### config.mk
export PLATFORM = sky130hd
export DESIGN_NAME = register_text_token_parser_flat
export DESIGN_NICKNAME = d
export VERILOG_FILES = /design/src/rtl/rttp_pkg.sv /design/src/rtl/rttp_if.sv /design/src/rtl/register_text_token_parser.sv /design/src/flat_wrapper.sv
export SDC_FILE = /design/constraint.sdc
export NUM_CORES = 1
export LEC_CHECK = 0
export BUFFER_PORTS_ARGS = -buffer_cell sky130_fd_sc_hd__buf_2
export CORE_MARGIN = 8
export CORE_UTILIZATION = 60
export DETAILED_ROUTE_END_ITERATION = 12
export PLACE_DENSITY = 0.78
export SETUP_SLACK_MARGIN = 0.3
export SLEW_MARGIN = 20
export SYNTH_ARGS = -nofsm -noshare
export SYNTH_HDL_FRONTEND = slang
export SYNTH_SLANG_ARGS = --single-unit
### constraint.sdc
create_clock -name clk -period 9.2 [get_ports clk]
set_clock_uncertainty 0.1 [all_clocks]
set_input_delay 0.46 -clock clk [delete_from_list [all_inputs] [get_ports clk]]
set_output_delay 0.46 -clock clk [all_outputs]
set_load 0.005 [all_outputs]
### src/rtl/rttp_pkg.sv
package rttp_pkg;

  localparam int unsigned TEXT_W = 8;
  localparam int unsigned NUM_W  = 16;

  localparam logic [TEXT_W-1:0] CH_NUL   = 8'h00;
  localparam logic [TEXT_W-1:0] CH_TAB   = 8'h09;
  localparam logic [TEXT_W-1:0] CH_LF    = 8'h0A;
  localparam logic [TEXT_W-1:0] CH_CR    = 8'h0D;
  localparam logic [TEXT_W-1:0] CH_SPACE = 8'h20;
  localparam logic [TEXT_W-1:0] CH_COMMA = 8'h2C;
  localparam logic [TEXT_W-1:0] CH_SLASH = 8'h2F;
  localparam logic [TEXT_W-1:0] CH_ZERO  = 8'h30;
  localparam logic [TEXT_W-1:0] CH_COLON = 8'h3A;
  localparam logic [TEXT_W-1:0] CH_UC_G  = 8'h47;
  localparam logic [TEXT_W-1:0] CH_LC_G  = 8'h67;
  localparam logic [TEXT_W-1:0] CH_UC_X  = 8'h58;
  localparam logic [TEXT_W-1:0] CH_LC_X  = 8'h78;
  localparam logic [TEXT_W-1:0] CH_UC_B  = 8'h42;
  localparam logic [TEXT_W-1:0] CH_LC_B  = 8'h62;
  localparam logic [TEXT_W-1:0] CH_LBRACE = 8'h7B;
  localparam logic [TEXT_W-1:0] CH_RBRACE = 8'h7D;

  // digit offsets per character band
  localparam logic [NUM_W-1:0] OFF_DEC   = 16'h0030;
  localparam logic [NUM_W-1:0] OFF_UPPER = 16'h0037;
  localparam logic [NUM_W-1:0] OFF_LOWER = 16'h0057;

  typedef enum logic [1:0] {
    MODE_BETWEEN = 2'd0,
    MODE_TOKEN   = 2'd1,
    MODE_COMMENT = 2'd2
  } scan_mode_t;

  typedef enum logic [1:0] {
    BASE_DEC = 2'd0,
    BASE_HEX = 2'd1,
    BASE_BIN = 2'd2
  } num_base_t;

  typedef struct packed {
    scan_mode_t        mode;
    logic [1:0]        pos;
    logic              first_zero;
    num_base_t         base;
    logic [NUM_W-1:0]  acc;
    logic              bad;
  } tok_state_t;

  localparam tok_state_t TOK_RESET = '{
    mode: MODE_BETWEEN, pos: 2'd0, first_zero: 1'b0,
    base: BASE_DEC, acc: '0, bad: 1'b0
  };

  function automatic logic is_separator(input logic [TEXT_W-1:0] c);
    return (c == CH_SPACE) || (c == CH_TAB) || (c == CH_LF) || (c == CH_CR) ||
           (c == CH_COMMA) || (c == CH_LBRACE) || (c == CH_RBRACE);
  endfunction

  // acc * base as shifts and adds, wrapping at NUM_W bits
  function automatic logic [NUM_W-1:0] scale(input logic [NUM_W-1:0] a,
                                             input num_base_t b);
    logic [NUM_W-1:0] r;
    case (b)
      BASE_HEX: r = a << 4;
      BASE_BIN: r = a << 1;
      default:  r = (a << 3) + (a << 1);
    endcase
    return r;
  endfunction

  // fold one token character into the token state
  function automatic tok_state_t take_char(input tok_state_t s,
                                           input logic [TEXT_W-1:0] c);
    tok_state_t       t;
    logic [NUM_W-1:0] off;
    logic             prefix;
    t = s;
    if (t.mode != MODE_TOKEN) begin
      t = TOK_RESET;
      t.mode = MODE_TOKEN;
    end
    prefix = (t.pos == 2'd1) && t.first_zero;
    if (prefix && ((c == CH_LC_X) || (c == CH_UC_X))) begin
      t.base = BASE_HEX;
      t.pos  = 2'd2;
    end else if (prefix && ((c == CH_LC_B) || (c == CH_UC_B))) begin
      t.base = BASE_BIN;
      t.pos  = 2'd2;
    end else begin
      if (c >= CH_LC_G) begin
        t.bad = 1'b1;
      end else begin
        if (c < CH_COLON)     off = OFF_DEC;
        else if (c < CH_UC_G) off = OFF_UPPER;
        else                  off = OFF_LOWER;
        t.acc = scale(t.acc, t.base) + {{(NUM_W-TEXT_W){1'b0}}, c} - off;
      end
      if (t.pos == 2'd0) t.first_zero = (c == CH_ZERO);
      if (t.pos != 2'd2) t.pos = t.pos + 2'd1;
    end
    return t;
  endfunction

endpackage

### src/rtl/rttp_if.sv
interface rttp_in_if;
  import rttp_pkg::*;

  logic              valid;
  logic              ready;
  logic [TEXT_W-1:0] text_byte;

  modport source (output valid, output text_byte, input ready);
  modport sink   (input valid, input text_byte, output ready);
endinterface

interface rttp_out_if;
  import rttp_pkg::*;

  logic             valid;
  logic             ready;
  logic [NUM_W-1:0] number_value;
  logic             bad_character;

  modport source (output valid, output number_value, output bad_character, input ready);
  modport sink   (input valid, input number_value, input bad_character, output ready);
endinterface

### src/rtl/register_text_token_parser.sv
// Register-table text parser: one text byte per request on in_ch, one
// number per finished token on out_ch (16-bit value, bad-character flag).
// Tokens split on space, tab, CR, LF, comma and braces; "//" starts a
// comment up to LF; a zero byte ends the text and returns the parser to
// its reset state. Hex after 0x/0X, binary after 0b/0B, else decimal.
// A byte taken on in_ch waits in the input stage; the parse stage then
// folds it in, and its number (if any) is registered onto out_ch.
// Throughput: one byte per cycle unless out_ch stalls; a byte after a
// slash may fold two characters in one cycle (two shift-add steps).
// Reset (rst_n low, synchronous): input stage and output register empty,
// parser between tokens with no slash pending.
// Stall: when out_ch holds a number that is not taken, the parse stage
// waits, the input stage fills, and in_ch.ready drops; nothing is lost.
module register_text_token_parser (
  input  logic           clk,
  input  logic           rst_n,
  rttp_in_if.sink        in_ch,
  rttp_out_if.source     out_ch
);
  import rttp_pkg::*;

  // input stage
  logic              in_valid_r;
  logic [TEXT_W-1:0] in_byte_r;

  // parser state
  tok_state_t        st_r, st_nxt;
  logic              slash_r, slash_nxt;

  // result register
  logic              out_valid_r;
  logic [NUM_W-1:0]  out_value_r;
  logic              out_bad_r;

  logic              emit;
  logic [NUM_W-1:0]  emit_value;
  logic              emit_bad;
  logic              advance;

  // parse stage moves whenever the result slot is free or being drained
  assign advance     = !out_valid_r || out_ch.ready;
  assign in_ch.ready = !in_valid_r || advance;

  // next parser state for the byte in the input stage
  always_comb begin
    tok_state_t t;
    logic       done;
    t          = st_r;
    done       = 1'b0;
    st_nxt     = st_r;
    slash_nxt  = slash_r;
    emit       = 1'b0;
    emit_value = '0;
    emit_bad   = 1'b0;
    if (st_r.mode == MODE_COMMENT) begin
      // comments swallow everything up to LF or end of text
      if (in_byte_r == CH_NUL) begin
        st_nxt    = TOK_RESET;
        slash_nxt = 1'b0;
      end else if (in_byte_r == CH_LF) begin
        st_nxt.mode = MODE_BETWEEN;
      end
    end else begin
      if (slash_r) begin
        slash_nxt = 1'b0;
        if (in_byte_r == CH_SLASH) begin
          // double slash: close any open token, enter comment
          emit        = (st_r.mode == MODE_TOKEN);
          st_nxt.mode = MODE_COMMENT;
          done        = 1'b1;
        end else begin
          // lone slash was a token character after all
          t = take_char(st_r, CH_SLASH);
        end
      end
      if (!done) begin
        if (in_byte_r == CH_NUL) begin
          emit      = (t.mode == MODE_TOKEN);
          st_nxt    = TOK_RESET;
          slash_nxt = 1'b0;
        end else if (in_byte_r == CH_SLASH) begin
          st_nxt    = t;
          slash_nxt = 1'b1;
        end else if (is_separator(in_byte_r)) begin
          emit        = (t.mode == MODE_TOKEN);
          st_nxt      = t;
          st_nxt.mode = MODE_BETWEEN;
        end else begin
          st_nxt = take_char(t, in_byte_r);
        end
      end
      emit_bad   = t.bad;
      emit_value = t.bad ? '0 : t.acc;
    end
  end

  always_ff @(posedge clk) begin
    if (!rst_n) begin
      in_valid_r  <= 1'b0;
      out_valid_r <= 1'b0;
      st_r        <= TOK_RESET;
      slash_r     <= 1'b0;
    end else begin
      if (in_ch.ready) begin
        in_valid_r <= in_ch.valid;
      end
      if (advance) begin
        out_valid_r <= in_valid_r && emit;
        if (in_valid_r) begin
          st_r    <= st_nxt;
          slash_r <= slash_nxt;
        end
      end
    end
  end

  // payload registers, no reset
  always_ff @(posedge clk) begin
    if (in_ch.ready && in_ch.valid) begin
      in_byte_r <= in_ch.text_byte;
    end
    if (advance && in_valid_r && emit) begin
      out_value_r <= emit_value;
      out_bad_r   <= emit_bad;
    end
  end

  assign out_ch.valid         = out_valid_r;
  assign out_ch.number_value  = out_value_r;
  assign out_ch.bad_character = out_bad_r;

endmodule

### src/flat_wrapper.sv
// flat-port wrapper written by rule: the top's interface ports become plain ports
module register_text_token_parser_flat import rttp_pkg::*;
  (clk, rst_n, in_ch_valid, in_ch_text_byte, in_ch_ready, out_ch_valid, out_ch_number_value, out_ch_bad_character, out_ch_ready);
  rttp_in_if in_ch_i ();
  rttp_out_if out_ch_i ();
  input  logic clk;
  input  logic rst_n;
  input wire logic [$bits(in_ch_i.valid)-1:0] in_ch_valid;
  input wire logic [$bits(in_ch_i.text_byte)-1:0] in_ch_text_byte;
  output wire logic [$bits(in_ch_i.ready)-1:0] in_ch_ready;
  output wire logic [$bits(out_ch_i.valid)-1:0] out_ch_valid;
  output wire logic [$bits(out_ch_i.number_value)-1:0] out_ch_number_value;
  output wire logic [$bits(out_ch_i.bad_character)-1:0] out_ch_bad_character;
  input wire logic [$bits(out_ch_i.ready)-1:0] out_ch_ready;
  assign in_ch_i.valid = in_ch_valid;
  assign in_ch_i.text_byte = in_ch_text_byte;
  assign in_ch_ready = in_ch_i.ready;
  assign out_ch_valid = out_ch_i.valid;
  assign out_ch_number_value = out_ch_i.number_value;
  assign out_ch_bad_character = out_ch_i.bad_character;
  assign out_ch_i.ready = out_ch_ready;
  register_text_token_parser u_core (.clk(clk), .rst_n(rst_n), .in_ch(in_ch_i), .out_ch(out_ch_i));
endmodule
==> flow_metrics.tcl, run 1 <==
set metrics [dict create \
    cts-root-buf "clkbuf_8" \
    synth_area_per_cell_um2 7.67 \
    synth_seq_cells 52 \
    syn_nets 934 \
    critPathMaxFanout 16 \
    cap_viol_max_count 0 \
    grt_usage 0.248 \
    hold_class "input pin to flop" \
    synth-seq-area-share 0.196 \
    setup_tns_ns 0 \
    route.top_layer_used "met4" \
    p_leak_nw 3.01 \
    worstSetupPathType "flop to flop" \
    overflow 0 \
    ir_drop_mv 0.0686 \
    place_congestion 0.923 \
    synth_cell_types 84 \
    die_area_um2 14600 \
    n_antenna_cell 0 \
    slew-limit-headroom 0.294 \
    via_per_inst 6.55 \
    core_um2 10800 \
    mostFrequentLayoutCell "nor2_1" \
    insertion_delay_ns 0.32 \
    hold_violations 0 \
    tightest_slew_ns 1.06 \
    grt_pass1_wl_mm 29.8 \
    start_util 0.611 \
    ioPinCount 31 \
    drv_slew 0 \
    drt-pass1-iter-count 8 \
    syn_to_final_growth_pct 4.46 \
    arrival_ns 8.31 \
    synthMuxAreaShare 0.0108 \
    startpoint_type "flop" \
    fin_cells 996 \
    wl_per_cell_um 18.3 \
    async_reset_ff_frac 0 \
    clockBufferDepth 2 \
    max_stage_delay_ns 0.64 \
    fin_crit_sh 0.886 \
    first_iter_violations 726 \
    endpoint_kind "flop" \
    wl_met1_mm 8.21 \
    critPathRequiredTime_ns 9.36 \
    dp.cells 985 \
    nets 930 \
    synth_xor_area_frac 0.0630 \
    dp_slack_ns 0.910 \
    cts-htree-levels 2 \
    dr_wl_met2_mm 8.41 \
    synth_top_family_by_area "compound AO/OA/AOI/OAI gates" \
    grt_max_degree 42 \
    vias 6525 \
    finalInstanceArea_um2 6890 \
    status "finished, final reports clean" \
    layout_common_cells "77 x nor2_1, 71 x nand2_1, 64 x a21oi_1" \
    drtAntennaViolNets 0 \
    finalPower_uw 603 \
    drt-total-wl_mm 18.2 \
    synthFlopType "dfxtp_1" \
    rsz0062_at_grt "no" \
    route.met3.wl_mm 1.27 \
    synthAdderAreaFrac 0.129 \
    antenna_found_initial 0 \
    clock-sinks 52 \
    synthSimpleGateAreaFrac 0.233 \
    placed_cell_area_um2 6750 \
    synth_area_um2 6590 \
    layout_setup_ws_ns 1.05 \
    cpMaxStageDelayCell "nand2b_1" \
    finalCriticalPeriod_ns 8.15 \
    synth_edf_count 25 \
    first_global_vias 6065 \
    netlist_instances 859 \
    fp.dieH_um 121 \
    num_rows 38 \
    drive_above_1_share 0.0864 \
    port_buffers 30 \
    power_density_nw_per_um2 87.5 \
    hpwl_mm 14.0 \
    synth_compound_area_frac 0.298 \
    max_freq_mhz 123 \
    finalSetupViolCount 0 \
    route.detailed.drc 0 \
    cts_tree "done" \
    die_w_um 121 \
    synth_warnings 0 \
    cts_buffers 5 \
    clk_pin_slew_ns 0.10 \
    fill_cells 944 \
]
[cell usage after synthesis, types with 5 or more instances]
master	n	area share
o22ai_1	13	0.012
or3_1	5	0.0047
o21a_1	10	0.011
a21o_1	26	0.030
o211ai_1	6	0.0068
clkbuf_1	36	0.020
nor2b_1	31	0.029
buf_2	7	0.0053
a21oi_1	64	0.049
a211oi_1	6	0.0068
nand2_1	71	0.040
and3_1	6	0.0057
nand3_1	24	0.018
xor2_1	13	0.017
ha_1	56	0.11
fa_1	7	0.021
and2_1	24	0.023
a221oi_1	12	0.016
inv_1	59	0.034
dfxtp_1	27	0.082
o21ai_0	36	0.027
a21boi_0	8	0.0091
a22o_1	5	0.0066
mux2i_1	6	0.0091
o21bai_1	11	0.013
nor2_1	78	0.044
xnor2_1	30	0.040
nor3_1	16	0.012
a22oi_1	29	0.033
nand2b_1	9	0.0085
a31oi_1	6	0.0057
edfxtp_1	25	0.11
[layout make-up]
class | instances | area [um2] | share of cell area
Multi-Input combinational cell | 695 | 4850 | 0.705
Sequential cell | 52 | 1290 | 0.188
Timing Repair Buffer | 41 | 233 | 0.0338
Inverter | 60 | 225 | 0.0327
Tap cell | 140 | 175 | 0.0254
Clock inverter | 2 | 35.0 | 0.00509
Clock buffer | 6 | 72.6 | 0.0105
[metal layers]
layer / vias to the layer above / GRT usage
met4: 0 / 0.0867
met3: 27 / 0.0308
met2: 261 / 0.399
met1: 3110 / 0.335
li1: 3127 / -
met5: - / 0
[through the flow]
step	util	hold slack, ns
after floorplan	-	0.362
after global placement	0.625	0.384
after detailed placement	0.625	0.394
after CTS	0.635	0.210
after global routing	0.638	0.207
final	0.638	0.215
[final timing paths]
check / start / to / slack (ns) / cells after the start
max: u_core.st_r[23] / u_core.st_r[16] / 1.05 / 30
min: in_ch_text_byte[7] / u_core.in_byte_r[7] / 0.22 / 1
max reg2reg: u_core.st_r[23] / u_core.st_r[16] / 1.05 / 30
min reg2reg: u_core.st_r[20] / u_core.st_r[20] / 0.40 / 2
[sequential cells by signal (all words and copies together), names as in the netlist]
| signal | cells |
|---|---|
| u_core.st_r | 24 |
| u_core.in_valid_r | 1 |
| u_core.out_ch.valid | 1 |
| u_core.out_ch.number_value | 16 |
| u_core.out_ch.bad_character | 1 |
| u_core.in_byte_r | 8 |
| u_core.slash_r | 1 |
[kinds of logic after synthesis]
kind of cell / Yosys count
buffers and inverters: 112
multiplexers: 7
AO/OA/AOI/OAI: 278
AND/OR/NAND/NOR: 301
adder cells (fa/ha/maj): 64
XOR/XNOR: 45
flip-flops: 52
[critical path, delay by kind of cell (launching register included)]
family,cells,cell delay (ns)
adder cells (fa/ha/maj),4,1.32
buffers and inverters,1,0.05
XOR/XNOR,1,0.18
flip-flops,1,0.52
AND/OR/NAND/NOR,9,2.54
AO/OA/AOI/OAI,14,3.23
multiplexers,1,0.14
[power breakdown]
group | switching, mW | internal [mW] | total [mW]
combinational | 0.105 | 0.0709 | 0.176
clock | 0.0818 | 0.0809 | 0.163
sequential | 0.0151 | 0.249 | 0.264
total | 0.202 | 0.401 | 0.603
[repair_timing]
| item | CTS | global route |
|---|---|---|
| hold buffers | 0 | 0 |
| endpoints found under the setup margin | 0 | 1 |
| setup buffers | 0 | 3 |
| resized for setup | 0 | 2 |
Power figures use the tool's default switching activity.
==> run 2, diff against run 1 <==
--- a/config.mk
+++ b/config.mk
@@ -6,10 +6,10 @@
 export NUM_CORES = 1
 export LEC_CHECK = 0
 export BUFFER_PORTS_ARGS = -buffer_cell sky130_fd_sc_hd__buf_2
-export CORE_MARGIN = 8
+export CORE_MARGIN = 10
 export CORE_UTILIZATION = 60
 export DETAILED_ROUTE_END_ITERATION = 12
-export PLACE_DENSITY = 0.78
+export PLACE_DENSITY = 0.89
 export SETUP_SLACK_MARGIN = 0.3
 export SLEW_MARGIN = 20
 export SYNTH_ARGS = -nofsm -noshare
==> run 2 against run 1 <==
- flip-flop and latch count unchanged
- die area increased by 6.7%
- routed wire length decreased by 2.7%
- non-clock buffer count decreased by 4
- worst setup slack better by 0.069 ns
- sequential power about the same
- maximum frequency up 0.85%
- final cell count shrank 0.40%
- critical path type unchanged
==> flow_metrics.tcl, run 2 (same netlist as run 1, synthesis figures left out) <==
set metrics [dict create \
    port_buffers 30 \
    fin_cells 992 \
    ioPinCount 31 \
    clock-sinks 52 \
    vias 6521 \
    first_iter_violations 834 \
    setup_tns_ns 0 \
    finalSetupViolCount 0 \
    critical_path_buf_inv_count 2 \
    endpoint_kind "flop" \
    die_w_um 125 \
    n_antenna_cell 0 \
    worstSetupPathType "flop to flop" \
    die_area_um2 15600 \
    finalCriticalPeriod_ns 8.08 \
    syn_to_final_growth_pct 3.78 \
    cpMaxStageDelayCell "or4b_1" \
    fin_crit_sh 0.878 \
    rsz0062_at_grt "no" \
    regToRegSetupSlack_ns 1.12 \
    fp.dieH_um 125 \
    power_density_nw_per_um2 84.5 \
    cts_buffers 5 \
    crit_family "compound AO/OA/AOI/OAI gates" \
    drtAntennaViolNets 0 \
    start_util 0.611 \
    mostFrequentLayoutCell "nor2_1" \
    tightest_slew_ns 1.14 \
    drt-total-wl_mm 17.7 \
    grt_max_degree 31 \
    drv_slew 0 \
    first_global_vias 5969 \
    core_um2 10800 \
    clockBufferDepth 2 \
    ir_drop_mv 0.107 \
    slew-limit-headroom 0.237 \
    place_congestion 1.01 \
    overflow 0 \
    wl_per_cell_um 17.9 \
    layout_common_cells "77 x nor2_1, 71 x nand2_1, 64 x a21oi_1" \
    hold_class "input pin to flop" \
    drt-pass1-iter-count 5 \
    largest_register_ffs 24 \
    arrival_ns 8.24 \
    clk_pin_slew_ns 0.11 \
    finalPower_uw 578 \
    grt_usage 0.215 \
    p_leak_nw 2.98 \
    drive_above_1_share 0.0822 \
    num_rows 38 \
    insertion_delay_ns 0.32 \
    hpwl_mm 13.2 \
    cap_viol_max_count 0 \
    dp.cells 984 \
    cts-root-buf "clkbuf_8" \
    nets 926 \
    cts_tree "done" \
    hold_violations 0 \
    status "finished, final reports clean" \
    critPathRequiredTime_ns 9.35 \
    critPathMaxFanout 15 \
    via_per_inst 6.57 \
    regMostFlops "u_core.st_r" \
    route.detailed.drc 0 \
    cts-htree-levels 2 \
    max_freq_mhz 124 \
    antenna_found_initial 0 \
    startpoint_type "flop" \
    grt_pass1_wl_mm 29.1 \
    max_stage_delay_ns 0.51 \
]
run 2: timing repair:
action                     in CTS  in global routing
hold buffers                    0                  0
resized for setup               0                  1
buffers inserted                0                  0
setup endpoints to repair       0                  1
run 2: path summary, 6_finish.rpt:
path,depth (start not counted),to,start
max,32,u_core.st_r[16],u_core.st_r[22]
min reg2reg,2,u_core.st_r[20],u_core.st_r[20]
max reg2reg,32,u_core.st_r[16],u_core.st_r[22]
min,1,u_core.in_byte_r[5],in_ch_text_byte[5]
run 2: area by class of cell:
cell class | count | area (um2)
inverter | 60 | 225
clock buffer | 5 | 68.8
timing repair buffer | 37 | 203
clock inverter | 3 | 21.3
sequential | 52 | 1290
fill | 903 | 3950
tap | 140 | 175
multi-input combinational | 695 | 4860
run 2: per-layer routing:
metal,share of wire,vias up,GRT usage
met5,0,-,0
li1,-,3120,-
met2,0.45,357,0.338
met4,0.021,0,0.0745
met1,0.43,3015,0.293
met3,0.10,29,0.0298
run 2: worst reg2reg max path: cells and delay by family (launching register included):
kind            cells  cell delay (ns)
compound gates     14             2.84
fa+ha+maj           5             1.83
buf+inv             2             0.16
flops               1             0.48
simple gates       11             2.58
run 2: through the flow:
step / instance area, um2 / setup WS [ns] / hold WS [ns] / utilization
2_1_floorplan: 6590 / 1.51 / 0.362 / -
3_3_place_gp: 6740 / 1.40 / 0.386 / 0.625
3_5_place_dp: 6740 / 1.17 / 0.395 / 0.625
4_1_cts: 6830 / 1.11 / 0.206 / 0.633
5_1_grt: 6840 / 0.404 / 0.204 / 0.634
6_report: 6840 / 1.12 / 0.208 / 0.634
run 2: power by group:
group          switching, mW  internal (mW)
clock network         0.0859         0.0543
registers             0.0150          0.249
logic                  0.104         0.0695
total                  0.205          0.373
